### config.mk
export PLATFORM = sky130hd
export DESIGN_NAME = dns_response_address_extractor_top
export DESIGN_NICKNAME = d
export VERILOG_FILES = /design/src/rtl/dre_pkg.sv /design/src/rtl/dre_parser.sv /design/src/rtl/dre_result_fifo.sv /design/src/rtl/dns_response_address_extractor_top.sv
export VERILOG_INCLUDE_DIRS = /design/src /design/src/rtl
export SDC_FILE = /design/constraint.sdc
export NUM_CORES = 1
export LEC_CHECK = 0
export BUFFER_PORTS_ARGS = -buffer_cell sky130_fd_sc_hd__buf_2
export CAP_MARGIN = 10
export CORE_MARGIN = 2
export CORE_UTILIZATION = 55
export CTS_BUF_LIST = sky130_fd_sc_hd__clkbuf_8
export CTS_CLUSTER_DIAMETER = 200
export DETAILED_ROUTE_END_ITERATION = 10
export PLACE_DENSITY = 0.75
export SLEW_MARGIN = 20
export SYNTH_ARGS = -nofsm -noshare
export SYNTH_HDL_FRONTEND = slang
export SYNTH_SLANG_ARGS = --single-unit
### constraint.sdc
create_clock -name clk -period 4.2 [get_ports clk]
set_input_delay 0.42 -clock clk [delete_from_list [all_inputs] [get_ports clk]]
set_output_delay 0.42 -clock clk [all_outputs]
set_load 0.01 [all_outputs]
### src/rtl/dns_response_address_extractor_top_assert.svh
// Assertion macros for the DNS response address extractor.
// Included by the top level; expects clk and arst_n in scope.
`ifndef DNS_RESPONSE_ADDRESS_EXTRACTOR_TOP_ASSERT_SVH
`define DNS_RESPONSE_ADDRESS_EXTRACTOR_TOP_ASSERT_SVH

// Same-cycle implication, checked outside reset.
`define DRE_ASSERT_NOW(label, ante, cons) \
	label: assert property (@(posedge clk) disable iff (!arst_n) (ante) |-> (cons)) \
		else $error("dre assertion failed");

// Next-cycle implication, checked outside reset.
`define DRE_ASSERT_NEXT(label, ante, cons) \
	label: assert property (@(posedge clk) disable iff (!arst_n) (ante) |=> (cons)) \
		else $error("dre assertion failed");

`endif

### src/rtl/dre_pkg.sv
// Shared types and constants for the DNS response address extractor.
// No dependencies; used by the parser, the result queue and the top level.
package dre_pkg;

	localparam logic [2:0] ST_FOUND   = 3'd0;
	localparam logic [2:0] ST_SERVER  = 3'd1;
	localparam logic [2:0] ST_UNSUP   = 3'd2;
	localparam logic [2:0] ST_IGNORED = 3'd3;
	localparam logic [2:0] ST_NONE    = 3'd4;

	localparam logic [15:0] EXPECTED_ID_RESET = 16'h0666;
	localparam logic [0:0]  REG_EXPECTED_ID   = 1'b0;

	typedef struct packed {
		logic [2:0]  status;
		logic [31:0] address;
	} result_t;

endpackage

### src/rtl/dre_parser.sv
// Byte-wise DNS response parser: holds the per-message state and decides the verdict.
// Depends on dre_pkg for the status codes and the result type.
module dre_parser (
	input  logic                 clk,
	input  logic                 arst_n,
	input  logic                 step,
	input  logic [7:0]           data_byte,
	input  logic                 last_byte,
	input  logic [15:0]          expected_id,
	output logic                 res_valid,
	output dre_pkg::result_t     res
);

	typedef enum logic [2:0] {
		PH_HEADER,
		PH_QNAME,
		PH_QTAIL,
		PH_ANSWER,
		PH_ADDR,
		PH_SKIP,
		PH_DONE
	} phase_t;

	phase_t      phase_q, phase_d;
	logic [3:0]  pos_q, pos_d;
	logic [15:0] id_q, id_d;
	logic        qr_q, qr_d;
	logic [3:0]  rcode_q, rcode_d;
	logic [15:0] qleft_q, qleft_d;
	logic [15:0] aleft_q, aleft_d;
	logic [7:0]  label_q, label_d;
	logic [15:0] rtype_q, rtype_d;
	logic [15:0] rclass_q, rclass_d;
	logic [15:0] rdlen_q, rdlen_d;
	logic [23:0] addr_q, addr_d;

	logic [15:0] qleft_dec, aleft_dec, rdlen_dec, rdlen_new;
	logic        rv;
	dre_pkg::result_t r;

	assign qleft_dec = qleft_q - 16'd1;
	assign aleft_dec = aleft_q - 16'd1;
	assign rdlen_dec = rdlen_q - 16'd1;
	assign rdlen_new = {rdlen_q[7:0], data_byte};

	always_comb begin
		phase_d  = phase_q;
		pos_d    = pos_q;
		id_d     = id_q;
		qr_d     = qr_q;
		rcode_d  = rcode_q;
		qleft_d  = qleft_q;
		aleft_d  = aleft_q;
		label_d  = label_q;
		rtype_d  = rtype_q;
		rclass_d = rclass_q;
		rdlen_d  = rdlen_q;
		addr_d   = addr_q;
		rv       = 1'b0;
		r        = '0;

		case (phase_q)
			PH_HEADER: begin
				case (pos_q)
					4'd0, 4'd1: id_d = {id_q[7:0], data_byte};
					4'd2: qr_d = data_byte[7];
					4'd3: rcode_d = data_byte[3:0];
					4'd4, 4'd5: qleft_d = {qleft_q[7:0], data_byte};
					4'd6, 4'd7: aleft_d = {aleft_q[7:0], data_byte};
					default: ;
				endcase
				if (pos_q >= 4'd11) begin
					pos_d = '0;
					if (id_q != expected_id || !qr_q) begin
						rv = 1'b1;
						r.status = dre_pkg::ST_IGNORED;
						phase_d = PH_DONE;
					end else if (rcode_q != 4'd0 || aleft_q == 16'd0) begin
						rv = 1'b1;
						r.status = dre_pkg::ST_SERVER;
						phase_d = PH_DONE;
					end else begin
						phase_d = (qleft_q == 16'd0) ? PH_ANSWER : PH_QNAME;
					end
				end else begin
					pos_d = pos_q + 4'd1;
				end
			end
			PH_QNAME: begin
				if (label_q != 8'd0) begin
					label_d = label_q - 8'd1;
				end else if (data_byte == 8'd0) begin
					phase_d = PH_QTAIL;
					pos_d   = '0;
				end else begin
					label_d = data_byte;
				end
			end
			PH_QTAIL: begin
				if (pos_q >= 4'd3) begin
					pos_d   = '0;
					qleft_d = qleft_dec;
					phase_d = (qleft_dec == 16'd0) ? PH_ANSWER : PH_QNAME;
				end else begin
					pos_d = pos_q + 4'd1;
				end
			end
			PH_ANSWER: begin
				if (pos_q == 4'd0 && data_byte <= 8'd64) begin
					// Only a compressed (pointer) owner name is supported.
					rv = 1'b1;
					r.status = dre_pkg::ST_UNSUP;
					phase_d = PH_DONE;
				end else begin
					case (pos_q)
						4'd2, 4'd3: rtype_d = {rtype_q[7:0], data_byte};
						4'd4, 4'd5: rclass_d = {rclass_q[7:0], data_byte};
						4'd10, 4'd11: rdlen_d = rdlen_new;
						default: ;
					endcase
					if (pos_q >= 4'd11) begin
						pos_d = '0;
						if (rclass_q == 16'd1 && rtype_q == 16'd1) begin
							addr_d  = '0;
							phase_d = PH_ADDR;
						end else if (rdlen_new == 16'd0) begin
							aleft_d = aleft_dec;
							if (aleft_dec == 16'd0) begin
								rv = 1'b1;
								r.status = dre_pkg::ST_NONE;
								phase_d = PH_DONE;
							end else begin
								phase_d = PH_ANSWER;
							end
						end else begin
							phase_d = PH_SKIP;
						end
					end else begin
						pos_d = pos_q + 4'd1;
					end
				end
			end
			PH_ADDR: begin
				addr_d = {addr_q[15:0], data_byte};
				if (pos_q >= 4'd3) begin
					pos_d = '0;
					rv = 1'b1;
					r.status = dre_pkg::ST_FOUND;
					r.address = {addr_q, data_byte};
					phase_d = PH_DONE;
				end else begin
					pos_d = pos_q + 4'd1;
				end
			end
			PH_SKIP: begin
				rdlen_d = rdlen_dec;
				if (rdlen_dec == 16'd0) begin
					aleft_d = aleft_dec;
					if (aleft_dec == 16'd0) begin
						rv = 1'b1;
						r.status = dre_pkg::ST_NONE;
						phase_d = PH_DONE;
					end else begin
						phase_d = PH_ANSWER;
						pos_d   = '0;
					end
				end
			end
			default: ;
		endcase

		// The final byte closes the message; report truncation if nothing was decided.
		if (last_byte) begin
			if (!rv && phase_q != PH_DONE) begin
				rv = 1'b1;
				r.status = dre_pkg::ST_NONE;
				r.address = '0;
			end
			phase_d  = PH_HEADER;
			pos_d    = '0;
			id_d     = '0;
			qr_d     = 1'b0;
			rcode_d  = '0;
			qleft_d  = '0;
			aleft_d  = '0;
			label_d  = '0;
			rtype_d  = '0;
			rclass_d = '0;
			rdlen_d  = '0;
			addr_d   = '0;
		end
	end

	always_ff @(posedge clk or negedge arst_n) begin
		if (!arst_n) begin
			phase_q  <= PH_HEADER;
			pos_q    <= '0;
			id_q     <= '0;
			qr_q     <= 1'b0;
			rcode_q  <= '0;
			qleft_q  <= '0;
			aleft_q  <= '0;
			label_q  <= '0;
			rtype_q  <= '0;
			rclass_q <= '0;
			rdlen_q  <= '0;
			addr_q   <= '0;
		end else if (step) begin
			phase_q  <= phase_d;
			pos_q    <= pos_d;
			id_q     <= id_d;
			qr_q     <= qr_d;
			rcode_q  <= rcode_d;
			qleft_q  <= qleft_d;
			aleft_q  <= aleft_d;
			label_q  <= label_d;
			rtype_q  <= rtype_d;
			rclass_q <= rclass_d;
			rdlen_q  <= rdlen_d;
			addr_q   <= addr_d;
		end
	end

	assign res_valid = step && rv;
	assign res       = r;

endmodule

### src/rtl/dre_result_fifo.sv
// Two-entry result queue that decouples the parser from the output stream.
// Depends on dre_pkg for the result type.
module dre_result_fifo (
	input  logic              clk,
	input  logic              arst_n,
	input  logic              wr_en,
	input  dre_pkg::result_t  wr_data,
	output logic              full,
	output logic              rd_valid,
	input  logic              rd_ready,
	output dre_pkg::result_t  rd_data
);

	dre_pkg::result_t entry_q [2];
	logic             wr_ptr_q, rd_ptr_q;
	logic [1:0]       count_q;
	logic             pop;

	assign full     = (count_q == 2'd2);
	assign rd_valid = (count_q != 2'd0);
	assign rd_data  = entry_q[rd_ptr_q];
	assign pop      = rd_valid && rd_ready;

	always_ff @(posedge clk) begin
		if (wr_en) begin
			entry_q[wr_ptr_q] <= wr_data;
		end
	end

	always_ff @(posedge clk or negedge arst_n) begin
		if (!arst_n) begin
			wr_ptr_q <= 1'b0;
			rd_ptr_q <= 1'b0;
			count_q  <= '0;
		end else begin
			if (wr_en) begin
				wr_ptr_q <= ~wr_ptr_q;
			end
			if (pop) begin
				rd_ptr_q <= ~rd_ptr_q;
			end
			case ({wr_en, pop})
				2'b10:   count_q <= count_q + 2'd1;
				2'b01:   count_q <= count_q - 2'd1;
				default: count_q <= count_q;
			endcase
		end
	end

endmodule

### src/rtl/dns_response_address_extractor_top.sv
// DNS response address extractor: one verdict per DNS response message.
// Bytes come in on the slave stream (s_tdata = data_byte, s_tlast marks the final byte).
// Each message yields exactly one transfer on the master stream: status and address.
// The verdict is sent on the byte that decides it; later bytes up to tlast are consumed.
// An accepted byte sits in the input register and is parsed from there while the queue
// has room; its verdict is registered in the result queue, which drives m_tvalid.
// Throughput is one byte per cycle while the result queue is not full; the per-byte
// update is a single pass of counter and compare logic in the parser.
// Results wait in a two-entry queue. When the receiver stalls and the queue fills,
// the parser holds its byte and s_tready drops until a transfer drains an entry.
// expected_id sits in the APB register at byte address 0 (reset 0x666); write it only
// while no message is in flight.
// Reset clears the parser to the header phase and empties the queue.
// Depends on dre_pkg, dre_parser, dre_result_fifo and the assertion macro header.
`include "dns_response_address_extractor_top_assert.svh"

module dns_response_address_extractor_top (
	input  logic        clk,
	input  logic        arst_n,
	// APB register port
	input  logic        psel,
	input  logic        penable,
	input  logic        pwrite,
	input  logic [2:0]  paddr,
	input  logic [31:0] pwdata,
	output logic [31:0] prdata,
	output logic        pready,
	// Input byte stream
	input  logic        s_tvalid,
	output logic        s_tready,
	input  logic [7:0]  s_tdata,   // [7:0] data_byte
	input  logic        s_tlast,   // last_byte
	// Verdict stream
	output logic        m_tvalid,
	input  logic        m_tready,
	output logic [39:0] m_tdata    // [2:0] status, [34:3] address, [39:35] zero
);

	logic [15:0]      expected_id_q;
	logic             valid_s1;
	logic [7:0]       byte_s1;
	logic             last_s1;
	logic             fifo_full;
	logic             advance;
	logic             res_valid;
	dre_pkg::result_t res;
	dre_pkg::result_t out_res;

	// Configuration register.
	assign pready = 1'b1;
	assign prdata = (paddr[2] == dre_pkg::REG_EXPECTED_ID) ? {16'd0, expected_id_q} : 32'd0;

	always_ff @(posedge clk or negedge arst_n) begin
		if (!arst_n) begin
			expected_id_q <= dre_pkg::EXPECTED_ID_RESET;
		end else if (psel && penable && pwrite && paddr[2] == dre_pkg::REG_EXPECTED_ID) begin
			expected_id_q <= pwdata[15:0];
		end
	end

	// Input register; it refills in the same cycle that the parser consumes it.
	assign advance  = valid_s1 && !fifo_full;
	assign s_tready = !valid_s1 || !fifo_full;

	always_ff @(posedge clk or negedge arst_n) begin
		if (!arst_n) begin
			valid_s1 <= 1'b0;
		end else if (s_tready) begin
			valid_s1 <= s_tvalid;
		end
	end

	always_ff @(posedge clk) begin
		if (s_tvalid && s_tready) begin
			byte_s1 <= s_tdata;
			last_s1 <= s_tlast;
		end
	end

	dre_parser u_parser (
		.clk         (clk),
		.arst_n      (arst_n),
		.step        (advance),
		.data_byte   (byte_s1),
		.last_byte   (last_s1),
		.expected_id (expected_id_q),
		.res_valid   (res_valid),
		.res         (res)
	);

	dre_result_fifo u_fifo (
		.clk      (clk),
		.arst_n   (arst_n),
		.wr_en    (res_valid),
		.wr_data  (res),
		.full     (fifo_full),
		.rd_valid (m_tvalid),
		.rd_ready (m_tready),
		.rd_data  (out_res)
	);

	assign m_tdata = {5'd0, out_res.address, out_res.status};

	// A verdict other than found never carries an address.
	`DRE_ASSERT_NOW(a_addr_zero, m_tvalid && m_tdata[2:0] != dre_pkg::ST_FOUND, m_tdata[34:3] == 32'd0)
	// Status codes stay within the defined set.
	`DRE_ASSERT_NOW(a_status_range, m_tvalid, m_tdata[2:0] <= dre_pkg::ST_NONE)
	// A byte held back by a full queue stays put until the parser takes it.
	`DRE_ASSERT_NEXT(a_hold_s1, valid_s1 && fifo_full, valid_s1 && byte_s1 == $past(byte_s1))

endmodule

==> results.md <==
* Status: finished, violations left
* Failing checks: negative hold slack
* Synth cell types at between 70 and 80
* Drt initial violations at around 760
* Nets at around 1400
* Initial core utilization at 0.555
* Antenna Nets Post-Route at 0
* Total wire length at 29900 um
* Critical path startpoint category: flip-flop
* Unrepaired setup endpoints after global routing: no
* CTS Root Buffer Type: clkbuf_8
* Largest net degree at the start of global routing at about 110
* Placed cells at 1600
* GRT Resource Usage Total at 0.251
* Vias post-DR at 9937
* Flop2flop setup slack at 0.36 ns
* Max incr delay on CP at slightly above 0.5 ns
* Buf+Inv Stages, Crit Path at 1
* Power per standard cell area at about 700 mW/mm^2
* CP Data Required Time at ~4.7 ns
* CP arrival at approximately 4.3 ns
* Final-report setup violation count at 0
* Critical Path Fanout Max at 11
* Num ports at 126
* Detail Placement HPWL at about 20000 um
* Routed wire length per instance at approximately 18 um
* Grt ovf at 0
* Fin Hold WS at -0.00491 ns
* Launching point of the worst reg2reg path: u_parser.rdlen_q[0]
* Initial antenna violation count at 0
* Dpl ws at ~0.16 ns
* Busiest grt layer: met2
* Period Utilization, post-route at 0.913
* PostCTS Resize Cnt at 0
* CTS tree: yes
* Crit Reg-Reg Endpoint: u_fifo.count_q[1]
* HP Class: in -> async
* CP Class: reg -> reg
* Total CTS buffers at 40
* Seq/Total Area, Yosys at 0.515
* Layout cells sized above 1 at 0.188
* Final Util at 0.623
* Syn_area_per_cell at between 9 and 10 sq um
* Cells along the critical path: inv_1 > ha_1 > or3b_2 > nor3_2 > and4_1 > o22ai_2 > o31ai_1 > a211oi_1 > a2bb2oi_2 > ha_1 > nor2_1 > xor2_1
* Final min period at 3.84 ns
* Residual DRC at 0
* Vias per cell at approximately 5.9
* Clk buf depth at 3
* FF-to-FF path depth at 12
* Worst Skew at 0.0172 ns
* Max Cap Violations at 0
* Leakage at about 5.9 nW
* Clk sinks at 240
* GR Layer Usage met2 at 0.413
* Area Overhead vs Synth at 12.2%
* Post-CTS setup buffer count at 0
* Number of antenna cells inserted at 0
* Met1 Track Usage GR at 0.342
* Met3 GRT Util at 0.0429
* Site row count at 55
* #FFs+latches synth at 240
* Die Y at about 150 um
* Crit-path leading delay family: simple AND/OR/NAND/NOR gates
* Post-synthesis cell area at 0.0125 sq mm
* Vias in the first global route at about 9400
* FFs w/ async S/R, synth at 0.671
* Core area at 0.0224 sq mm
* Synth Instances at between 1000 and 1500
* Max-slew violations at 0
* Clock-pin slew on the worst setup and hold paths at 0.07 ns
* Pre-antenna DRT Iters at 5
* Worst Tran Pin Value at roughly 0.99 ns
* Final worst slack at between 0.3 and 0.4 ns
* Slew headroom at 0.334
* Die width at around 150 um
* Setup_tns at 0 ns
* Post-Layout Cell Count at ~1700
* CP dominant cell by count: ha_1
* H-Tree Level Count at 2
* Most common flop cell mapped by yosys: dfrtp_1
* First-pass GRT wire length at about 50000 um
* Synth warnings at 0
* # port buffers at 85
* Skew-Pair Late Insertion Delay at 0.55 ns
* Critical Path Slowest Stage Cell: or3b_2
* Die area at roughly 0.024 sq mm
* Final Hold Violating Endpoints at 6
* Worst vdd ir at roughly 230 uV
* Fmax at around 260 MHz
* GP Congestion at ~0.96
* Number of synthesized flops with an enable pin at 79
* Post-CTS Hold Buffers at 0
* Worst Setup End Kind: flip-flop
power by group:
part           switching, mW  internal, mW  total [mW]  leakage (nW)
Clock                  0.941          1.19        2.13         0.483
Combinational           2.28          1.47        3.74          2.51
Sequential             0.627          3.07        3.70          2.87
Total                   3.84          5.72        9.57          5.86
final cells by class:
cell class | instances | area [sq um]
Inverter | 25 | 93.8
Sequential cell | 240 | 6410
Tap cell | 285 | 357
Clock inverter | 25 | 170
Timing Repair Buffer | 114 | 677
Multi-Input combinational cell | 936 | 5590
Clock buffer | 49 | 674
Fill cell | 1846 | 8470
synth_stat cells (6+ instances only):
cell	count	share of area
edfxtp_1	79	0.19
dfstp_2	6	0.013
and2_1	38	0.019
dfrtp_1	155	0.31
o31ai_1	19	0.011
nand3_1	12	0.0048
a21oi_1	60	0.024
nor3_1	30	0.012
nor2b_1	19	0.0095
nor4_1	30	0.015
o21ai_1	18	0.0072
nor3b_1	7	0.0042
xor2_1	14	0.0098
ha_1	16	0.016
o21ai_0	149	0.060
clkbuf_1	73	0.022
mux2_2	51	0.046
nand4_1	17	0.0085
a31oi_1	12	0.0060
or3_1	11	0.0055
o22ai_1	8	0.0040
inv_1	24	0.0072
or4_1	7	0.0042
buf_4	22	0.013
nor2_1	97	0.029
xnor2_1	16	0.011
nand2_1	177	0.053
metrics by stage:
step           power [mW]  cell area [sq um]  hold WS (ns)
2_1_floorplan        6.32              12500         0.124
3_3_place_gp         7.31              13100         0.458
3_5_place_dp         7.41              13100         0.463
4_1_cts              9.57              14000        0.0225
5_1_grt              10.2              14000        0.0293
6_report             9.57              14000      -0.00491
kinds of logic after synthesis:
logic type / after synthesis / share of synthesized area
adder cells (fa/ha/maj): 16 / 0.0161
other: 2 / 0.000603
AND/OR/NAND/NOR: 490 / 0.198
XOR/XNOR: 30 / 0.0211
flip-flops: 240 / 0.515
multiplexers: 56 / 0.0501
buffers and inverters: 127 / 0.0458
AO/OA/AOI/OAI: 322 / 0.153
cells in the final DEF (no fill, tap or decap), types with 29 or more instances in the layout:
cell type and count:
a21oi_1 60, and2_1 38, buf_2 84, clkbuf_8 50, dfrtp_1 155, edfxtp_1 79, inv_1 39, mux2_2 51
nand2_1 177, nor2_1 96, nor3_1 29, nor4_1 30, o21ai_0 148
worst reg2reg max path: stages (launching register included):
cell and delay [ns]:
dfrtp_1 0.50, inv_1 0.13, ha_1 0.30, or3b_2 0.51, nor3_2 0.27, and4_1 0.29, o22ai_2 0.11, o31ai_1 0.47
a211oi_1 0.18, a2bb2oi_2 0.25, ha_1 0.41, nor2_1 0.15, xor2_1 0.18
registers in the layout, indices dropped and copies added, names as in the netlist, 2 cells and up:
register           flops
u_fifo.entry_q        70
u_parser.id_q         16
u_parser.addr_q       24
u_parser.qleft_q      16
u_parser.label_q       8
u_parser.rdlen_q      16
u_parser.pos_q         4
u_parser.rclass_q     16
u_parser.rtype_q      16
u_parser.aleft_q      16
expected_id_q         16
u_parser.rcode_q       4
byte_s1                8
u_parser.phase_q       3
u_fifo.count_q         2
metal layers:
metal  part of all wire  vias to the layer above
li1                   -                     4733
met4              0.026                        0
met3              0.065                       55
met1               0.43                     4796
met5                  0                        -
met2               0.47                      353
worst max path at each step:
stage | from | end | slack, ns | cells after the start
4_1_cts | u_parser.aleft_q[0] | u_fifo.count_q[1] | 0.08 | 12
3_5_place_dp | u_parser.aleft_q[0] | u_fifo.count_q[1] | 0.16 | 12
2_1_floorplan | u_parser.rdlen_q[0] | u_fifo.entry_q[1][0] | 0.25 | 11
6_report | u_parser.rdlen_q[0] | u_fifo.count_q[1] | 0.36 | 12
3_3_place_gp | u_parser.aleft_q[0] | u_fifo.count_q[1] | 0.35 | 12
5_1_grt | u_parser.aleft_q[0] | u_fifo.count_q[1] | 0.14 | 12
Note: power is estimated with default switching activity, not from simulation.
